`src/hw/rtl/fubf_pkg.sv`:
```
`default_nettype none
// ----------------------------------------------------------------------------
// fubf_pkg
// Types shared by the first unique byte finder and its count table.
// ----------------------------------------------------------------------------
package fubf_pkg;

    localparam int unsigned CHAR_W = 8;

    typedef enum logic [1:0] {
        ST_IDLE,
        ST_SCAN,
        ST_FLUSH,
        ST_DONE
    } fubf_state_t;

    // Control from the sequencer to the count table.
    typedef struct packed {
        logic wr_en;
        logic rd_en;
        logic clear;
    } fubf_tbl_ctrl_t;

endpackage

`default_nettype wire

```
`src/hw/rtl/fubf_table.sv`:
```
`default_nettype none
// ----------------------------------------------------------------------------
// fubf_table
// Count and first-position table. A flop per entry marks "seen at least
// once"; the memory word holds a "seen again" bit and the latest position.
// ----------------------------------------------------------------------------
module fubf_table
    import fubf_pkg::*;
#(
    parameter int unsigned ALPHABET = 256,
    parameter int unsigned POS_W    = 12
)
(
    input  wire logic                        clk,
    input  wire logic                        rst_n,
    input  wire fubf_tbl_ctrl_t              ctrl,
    input  wire logic [$clog2(ALPHABET)-1:0] wr_addr,
    input  wire logic [POS_W-1:0]            wr_pos,
    input  wire logic [$clog2(ALPHABET)-1:0] rd_addr,
    output logic                             rd_seen,
    output logic                             rd_many,
    output logic [POS_W-1:0]                 rd_pos
);

    logic [ALPHABET-1:0] seen_reg;
    logic [POS_W:0]      mem [ALPHABET];
    logic [POS_W:0]      rd_word_reg;
    logic                rd_seen_reg;

    // A second occurrence only needs the "many" bit; its position is never read.
    always_ff @(posedge clk)
    begin
        if (ctrl.wr_en)
        begin
            mem[wr_addr] <= {seen_reg[wr_addr], wr_pos};
        end
        if (ctrl.rd_en)
        begin
            rd_word_reg <= mem[rd_addr];
        end
    end

    always_ff @(posedge clk or negedge rst_n)
    begin
        if (!rst_n)
        begin
            seen_reg    <= '0;
            rd_seen_reg <= 1'b0;
        end
        else
        begin
            if (ctrl.clear)
            begin
                seen_reg <= '0;
            end
            else if (ctrl.wr_en)
            begin
                seen_reg[wr_addr] <= 1'b1;
            end
            if (ctrl.rd_en)
            begin
                rd_seen_reg <= seen_reg[rd_addr];
            end
        end
    end

    assign rd_seen = rd_seen_reg;
    assign rd_many = rd_word_reg[POS_W];
    assign rd_pos  = rd_word_reg[POS_W-1:0];

endmodule

`default_nettype wire

```
`src/hw/rtl/first_unique_byte_finder_top.sv`:
```
`default_nettype none
// ----------------------------------------------------------------------------
// first_unique_byte_finder_top
// Finds the first byte of a zero-terminated string that occurs exactly once.
// ----------------------------------------------------------------------------
// Each nonzero byte accepted while idle is one transaction: it writes the
// byte's entry in the count table and advances the position counter. The zero
// terminator starts a scan that reads the table one entry per cycle through
// its single read port, keeping the earliest entry counted exactly once in one
// shared comparator; the input is then held off through the scan of all
// ALPHABET entries, the drain state for the last compare and the hand-off to the
// output register, which waits while the previous result is not yet taken. The
// output register lets the next string start while a result waits. Bytes at
// or above ALPHABET advance the position but are not counted. Beyond MAX_LEN
// bytes new first positions saturate at MAX_LEN-1 and too_long is reported;
// ties go to the smaller byte.
module first_unique_byte_finder_top
    import fubf_pkg::*;
#(
    parameter int unsigned MAX_LEN  = 4096,
    parameter int unsigned ALPHABET = 256
)
(
    input  wire logic        clk,
    input  wire logic        rst_n,
    input  wire logic        s_axis_tvalid,
    output logic             s_axis_tready,
    input  wire logic [7:0]  s_axis_tdata,   // [7:0] char_in
    output logic             m_axis_tvalid,
    input  wire logic        m_axis_tready,
    output logic [7:0]       m_axis_tdata,   // [7:0] result_char
    output logic [1:0]       m_axis_tuser    // [0] found, [1] too_long
);

    localparam int unsigned IDX_W = $clog2(ALPHABET);
    localparam int unsigned POS_W = $clog2(MAX_LEN);
    localparam int unsigned CNT_W = $clog2(MAX_LEN + 1);

    fubf_state_t          state_reg, state_next;
    logic [CNT_W-1:0]     pos_cnt_reg, pos_cnt_next;
    logic                 overflow_reg, overflow_next;
    logic [IDX_W-1:0]     scan_addr_reg, scan_addr_next;
    logic [IDX_W-1:0]     cmp_addr_reg, cmp_addr_next;
    logic                 cmp_pend_reg, cmp_pend_next;
    logic                 hit_reg, hit_next;
    logic [POS_W-1:0]     best_pos_reg, best_pos_next;
    logic [IDX_W-1:0]     best_val_reg, best_val_next;
    logic                 out_valid_reg, out_valid_next;
    logic [CHAR_W-1:0]    out_char_reg, out_char_next;
    logic                 out_found_reg, out_found_next;
    logic                 out_long_reg, out_long_next;

    fubf_tbl_ctrl_t       tbl_ctrl;
    logic                 tbl_seen;
    logic                 tbl_many;
    logic [POS_W-1:0]     tbl_pos;
    logic [POS_W-1:0]     cur_pos;

    logic                 in_fire;
    logic                 is_term;
    logic                 in_alpha;
    logic                 saturated;
    logic                 scan_last;
    logic                 out_free;
    logic                 load_out;
    logic                 take;

    fubf_table #(
        .ALPHABET (ALPHABET),
        .POS_W    (POS_W)
    ) u_table (
        .clk     (clk),
        .rst_n   (rst_n),
        .ctrl    (tbl_ctrl),
        .wr_addr (s_axis_tdata[IDX_W-1:0]),
        .wr_pos  (cur_pos),
        .rd_addr (scan_addr_reg),
        .rd_seen (tbl_seen),
        .rd_many (tbl_many),
        .rd_pos  (tbl_pos)
    );

    assign in_fire   = s_axis_tvalid && s_axis_tready;
    assign is_term   = (s_axis_tdata == '0);
    assign in_alpha  = ({1'b0, s_axis_tdata} < 9'(ALPHABET));
    assign saturated = (pos_cnt_reg >= CNT_W'(MAX_LEN));
    assign cur_pos   = saturated ? POS_W'(MAX_LEN - 1) : pos_cnt_reg[POS_W-1:0];
    assign scan_last = (scan_addr_reg == IDX_W'(ALPHABET - 1));
    assign out_free  = !out_valid_reg || m_axis_tready;

    // Shared comparator: the entry read last cycle against the best so far.
    assign take = cmp_pend_reg && tbl_seen && !tbl_many
                  && (!hit_reg || (tbl_pos < best_pos_reg));

    // Next-state logic.
    always_comb
    begin
        state_next = state_reg;
        unique case (state_reg)
            ST_IDLE:
            begin
                if (in_fire && is_term)
                begin
                    state_next = ST_SCAN;
                end
            end
            ST_SCAN:
            begin
                if (scan_last)
                begin
                    state_next = ST_FLUSH;
                end
            end
            ST_FLUSH:
            begin
                state_next = ST_DONE;
            end
            ST_DONE:
            begin
                if (out_free)
                begin
                    state_next = ST_IDLE;
                end
            end
            default:
            begin
                state_next = ST_IDLE;
            end
        endcase
    end

    // Sequencer outputs.
    always_comb
    begin
        s_axis_tready  = 1'b0;
        tbl_ctrl       = '0;
        load_out       = 1'b0;
        unique case (state_reg)
            ST_IDLE:
            begin
                s_axis_tready = 1'b1;
                tbl_ctrl.wr_en = in_fire && !is_term && in_alpha;
            end
            ST_SCAN:
            begin
                tbl_ctrl.rd_en = 1'b1;
            end
            ST_FLUSH:
            begin
            end
            ST_DONE:
            begin
                load_out       = out_free;
                tbl_ctrl.clear = out_free;
            end
            default:
            begin
            end
        endcase
    end

    // Datapath next values.
    always_comb
    begin
        pos_cnt_next   = pos_cnt_reg;
        overflow_next  = overflow_reg;
        scan_addr_next = scan_addr_reg;
        cmp_addr_next  = scan_addr_reg;
        cmp_pend_next  = tbl_ctrl.rd_en;
        hit_next       = hit_reg;
        best_pos_next  = best_pos_reg;
        best_val_next  = best_val_reg;
        out_valid_next = out_valid_reg && !m_axis_tready;
        out_char_next  = out_char_reg;
        out_found_next = out_found_reg;
        out_long_next  = out_long_reg;

        if (in_fire && !is_term)
        begin
            if (saturated)
            begin
                overflow_next = 1'b1;
            end
            else
            begin
                pos_cnt_next = pos_cnt_reg + CNT_W'(1);
            end
        end

        if (in_fire && is_term)
        begin
            scan_addr_next = '0;
            hit_next       = 1'b0;
            best_pos_next  = '1;
            best_val_next  = '0;
        end
        else if (tbl_ctrl.rd_en)
        begin
            scan_addr_next = scan_addr_reg + IDX_W'(1);
        end

        if (take)
        begin
            hit_next      = 1'b1;
            best_pos_next = tbl_pos;
            best_val_next = cmp_addr_reg;
        end

        if (load_out)
        begin
            out_valid_next = 1'b1;
            out_char_next  = CHAR_W'(best_val_reg);
            out_found_next = hit_reg;
            out_long_next  = overflow_reg;
            pos_cnt_next   = '0;
            overflow_next  = 1'b0;
        end
    end

    always_ff @(posedge clk or negedge rst_n)
    begin
        if (!rst_n)
        begin
            state_reg     <= ST_IDLE;
            pos_cnt_reg   <= '0;
            overflow_reg  <= 1'b0;
            scan_addr_reg <= '0;
            cmp_pend_reg  <= 1'b0;
            hit_reg       <= 1'b0;
            best_pos_reg  <= '1;
            best_val_reg  <= '0;
            out_valid_reg <= 1'b0;
        end
        else
        begin
            state_reg     <= state_next;
            pos_cnt_reg   <= pos_cnt_next;
            overflow_reg  <= overflow_next;
            scan_addr_reg <= scan_addr_next;
            cmp_pend_reg  <= cmp_pend_next;
            hit_reg       <= hit_next;
            best_pos_reg  <= best_pos_next;
            best_val_reg  <= best_val_next;
            out_valid_reg <= out_valid_next;
        end
    end

    always_ff @(posedge clk)
    begin
        cmp_addr_reg  <= cmp_addr_next;
        out_char_reg  <= out_char_next;
        out_found_reg <= out_found_next;
        out_long_reg  <= out_long_next;
    end

    assign m_axis_tvalid = out_valid_reg;
    assign m_axis_tdata  = out_char_reg;
    assign m_axis_tuser  = {out_long_reg, out_found_reg};

    // The table is never written while a scan or hand-off is under way.
    a_no_write_in_scan: assert property (@(posedge clk) disable iff (!rst_n)
        (state_reg != ST_IDLE) |-> !tbl_ctrl.wr_en)
        else $error("count table written outside idle");

    // The position counter saturates at MAX_LEN.
    a_pos_bound: assert property (@(posedge clk) disable iff (!rst_n)
        pos_cnt_reg <= CNT_W'(MAX_LEN))
        else $error("position counter beyond MAX_LEN");

    // A finished scan always presents its result on the next cycle.
    a_result_shown: assert property (@(posedge clk) disable iff (!rst_n)
        load_out |=> (m_axis_tvalid && (m_axis_tuser[0] == $past(hit_reg))))
        else $error("scan result not presented");

    // A compare is pending in the cycle after each table read.
    a_cmp_follows_read: assert property (@(posedge clk) disable iff (!rst_n)
        tbl_ctrl.rd_en |=> cmp_pend_reg)
        else $error("table read without compare");

endmodule

`default_nettype wire
```
`config.mk`:
```
export PLATFORM = sky130hd
export DESIGN_NAME = first_unique_byte_finder_top
export DESIGN_NICKNAME = d
export VERILOG_FILES = /design/src/hw/rtl/fubf_pkg.sv /design/src/hw/rtl/fubf_table.sv /design/src/hw/rtl/first_unique_byte_finder_top.sv
export SDC_FILE = /design/constraint.sdc
export NUM_CORES = 2
export LEC_CHECK = 0
export ABC_AREA = 1
export BUFFER_PORTS_ARGS = -buffer_cell sky130_fd_sc_hd__clkbuf_2
export CAP_MARGIN = 20
export CORE_ASPECT_RATIO = 0.8
export CORE_MARGIN = 1.5
export CORE_UTILIZATION = 25
export DETAILED_ROUTE_END_ITERATION = 7
export GPL_TIMING_DRIVEN = 0
export PLACE_DENSITY = 0.44
export SYNTH_ARGS = -nofsm -noshare
export SYNTH_HDL_FRONTEND = slang
export SYNTH_HIERARCHICAL = 1
export SYNTH_SLANG_ARGS = --single-unit
```
`constraint.sdc`:
```
create_clock -name clk -period 4.9 [get_ports clk]
set_input_delay 0.49 -clock clk [delete_from_list [all_inputs] [get_ports clk]]
set_output_delay 0.49 -clock clk [all_outputs]
set_load 0.01 [all_outputs]
```
==> key figures <==
Critical path
  – Worst flop-to-flop path startpoint: cmp_addr_next[0]
  – Buffers plus inverters on the worst setup path: 5
  – Critical path's top delay family: simple AND/OR/NAND/NOR gates
  – Critical path startpoint: cmp_addr_next[0]
  – Worst endpoint required time: around 5800 ps
  – Crit end category: flop
  – Worst EP arrival: between 6000 and 7000 ps
  – Setup Crit Path Kind: reg -> reg
  – CP Cell Sequence: buf_6 -> buf_6 -> buf_4 -> buf_4 -> buf_2 -> nand2_1 -> nand3_1 -> nand3_1 -> nand3_1 -> nand3_1 -> nand3_1 -> nand3_1 -> nand2_1 -> nand2_1 -> nand2_1
  – Slowest-stage cell, CP: nand3_1
  – CP Launch Type: flop
  – Critical path's largest stage delay: approximately 550 ps
  – Crit path top cell by count: nand3_1
  – Critical path peak fanout: 11

Finish
  – Post-route cell area: 182000 um2
  – Commonest non-fill, non-tap cell in the layout: edfxtp_1
  – Share of post-route cells with drive strength above 1: between 10 and 15%
  – Final core occ: between 30% and 40%
  – Final nets: between 10000 and 15000
  – Most frequent cells in the layout: edfxtp_1 (3351), nand2_1 (2182), nand3_1 (1785)
  – Area grow syn2layout: 21.7%
  – Max FFs per register: roughly 3300

GRT
  – Initial antenna violation count: roughly 150
  – Vias in the first global route: about 100k
  – Largest net degree at the start of global routing: 105
  – First-pass GRT wire length: around 1100000 um
  – Total congestion overflow: 0
  – GRT Util Overall: 27.8%

Clock tree
  – CTS tree: yes
  – Clock buffer count from CTS: between 300 and 400
  – Clk buf depth: 4
  – Worst-path clk slew: 70 ps
  – H-tree depth: 5
  – Clk root buf: clkbuf_16
  – Skew-Pair Late Insertion Delay: around 1100 ps
  – CTS Sinks: around 3700

Min path
  – Worst hold start: m_axis_tready
  – Hold crit path type: in -> reg

Die
  – Ports: 24
  – Core area: 595000 um2
  – Num rows: between 200 and 300
  – Total die area: roughly 600000 um2
  – Chip height: approximately 700 um
  – Initial Util: around 25%
  – Die width: 868 um

Power and ir drop
  – Peak VDD IR: around 0.00036 V
  – Power density over the cells: ~680 nW/um2
  – Leakage: 0.0617 uW

Run status
  – Failing checks: setup timing
  – Outcome: finished, violations left

Synth
  – Post-synthesis instance total: between 10000 and 15000
  – Synth async-reset ratio: a little over 8%
  – Post-Syn Nets: around 13000
  – Average size of a mapped cell: ~12 um2
  – Flops & latches, synth: between 3000 and 4000
  – Synth cell types: 39
  – Yosys Warn Count: 6
  – Mapped Area: between 100000 and 150000 um2
  – Top FF cell, synth: edfxtp_1
  – Post-synth EDFFs: around 3400
  – Seq/Total Area, Yosys: 72.4%

Placement
  – Cell area after placement: 169000 um2
  – Routability Congestion: between 1 and 1.5
  – Port buffer count: 23
  – HPWL after detailed placement: ~640000 um

STA
  – Worst Tran Pin Value: approximately 1300 ps
  – Fin crit share: 106%
  – Fin crit period: between 5000 and 6000 ps
  – Rel. slew slack: 11.5%
  – Clock skew: between 100 and 150 ps
  – Endpoints failing setup: 13
  – Slew Viols, Final: 0
  – Peak Freq: approximately 0.19 GHz
  – Final worst setup slack: -311 ps
  – Final hold viol count: 0

Routing
  – Initial drt markers: around 23000
  – Final ANT Viol Nets: 0
  – Via/cell ratio: around 5.5
  – Detailed-route via count: between 100k and 150k
  – Routed length per instance: around 40 um
  – Remaining DRCs: 0
  – Final Routed Wirelength: slightly below 900000 um
  – DRT Pass-1 Iters: 7

Flow run
  – Max Cap Violations: 0
## worst reg2reg max path: stages (launching register included)
cell,delay [ps]
dfrtp_1,490
buf_6,340
buf_6,470
buf_4,420
buf_4,390
buf_2,490
nand2_1,110
nand3_1,100
nand3_1,170
nand3_1,440
nand3_1,360
nand3_1,550
nand3_1,240
nand2_1,240
nand2_1,70
nand2_1,160
## cell families after synthesis
logic type / Yosys count / synth area share [%]
simple gates: 6062 / 16.8
flops: 3663 / 72.4
compound gates: 1931 / 7.07
buf+inv: 1081 / 3.49
fa+ha+maj: 17 / 0.142
xor+xnor: 5 / 0.0293
## worst paths after layout
path                       depth (start not counted)                      end  slack (ps)
max                                               15  u_table/rd_word_reg[11]        -310
min                                                5            m_axis_tvalid         320
max reg2reg                                       15  u_table/rd_word_reg[11]        -310
min reg2reg                                        2          best_val_reg[7]         430
max in group asynchronous                          5    u_table/seen_reg[104]        2930
min in group asynchronous                          3          pos_cnt_reg[11]         540
## per-layer routing
layer	up-vias	track usage (%)	part of all wire, %
li1	47400	-	-
met1	62100	39.9	42
met2	8813	36.2	38
met3	1377	11.7	15
met4	46	11.7	5.0
met5	-	0	0.039
## layout make-up
class | instances | area [um2]
fillers | 60500 | 413000
flip-flops and latches | 3663 | 108000
multi-input cells | 8015 | 37900
clock buffers | 493 | 10400
well taps | 7905 | 9890
repair buffers | 398 | 7570
plain buffers | 889 | 4660
clock inverters | 216 | 2400
inverters | 189 | 716
diodes | 54 | 135
## cell usage after synthesis (4+ instances only)
master	n	area, um2
buf_8	6	90.1
edfxtp_1	3351	101000
a22oi_1	60	450
o21ai_1	6	30.0
inv_2	5	18.8
buf_6	72	811
a22o_1	6	52.6
ha_1	17	213
dfrtp_1	292	7310
buf_1	127	477
buf_4	98	736
o22ai_1	572	3580
o21ba_2	4	40.0
nand3_1	1809	9050
xor2_1	4	35.0
dfstp_2	12	315
dfxtp_1	8	160
nand2_1	2192	8230
nor2_1	1997	7500
inv_1	180	676
a21oi_1	67	335
o21ai_0	1213	6070
nor3_1	10	50.1
buf_2	148	741
clkbuf_1	441	1660
nand4_1	42	263
## power by group
| group | internal (uW) | switching (uW) |
|---|---|---|
| clock | 16900 | 13800 |
| sequential | 36800 | 359 |
| combinational | 10600 | 45000 |
| total | 64300 | 59100 |
## repair_timing
action / in CTS / in global routing
endpoints found under the hold margin: 138 / 0
gates resized for setup: 49 / 32
gates cloned: 0 / 0
buffers inserted: 0 / 10
setup endpoints to repair: 937 / 93
hold buffers: 5 / 0
pin swaps: 0 / 7
## metrics by stage
step           total power (uW)  setup WS, ps  instances  hold WS [ps]  setup TNS (ps)
2_1_floorplan             59300           481      12800           194               0
3_3_place_gp              87400         -7140      20700           428               -
3_5_place_dp              89900         -1080      21000           428         -349450
4_1_cts                  120000         -37.0      21700           263           -37.0
5_1_grt                  124000         -10.0      21800           314           -10.0
6_report                 123000          -311      21800           318           -2840
Power figures use the tool's default switching activity.
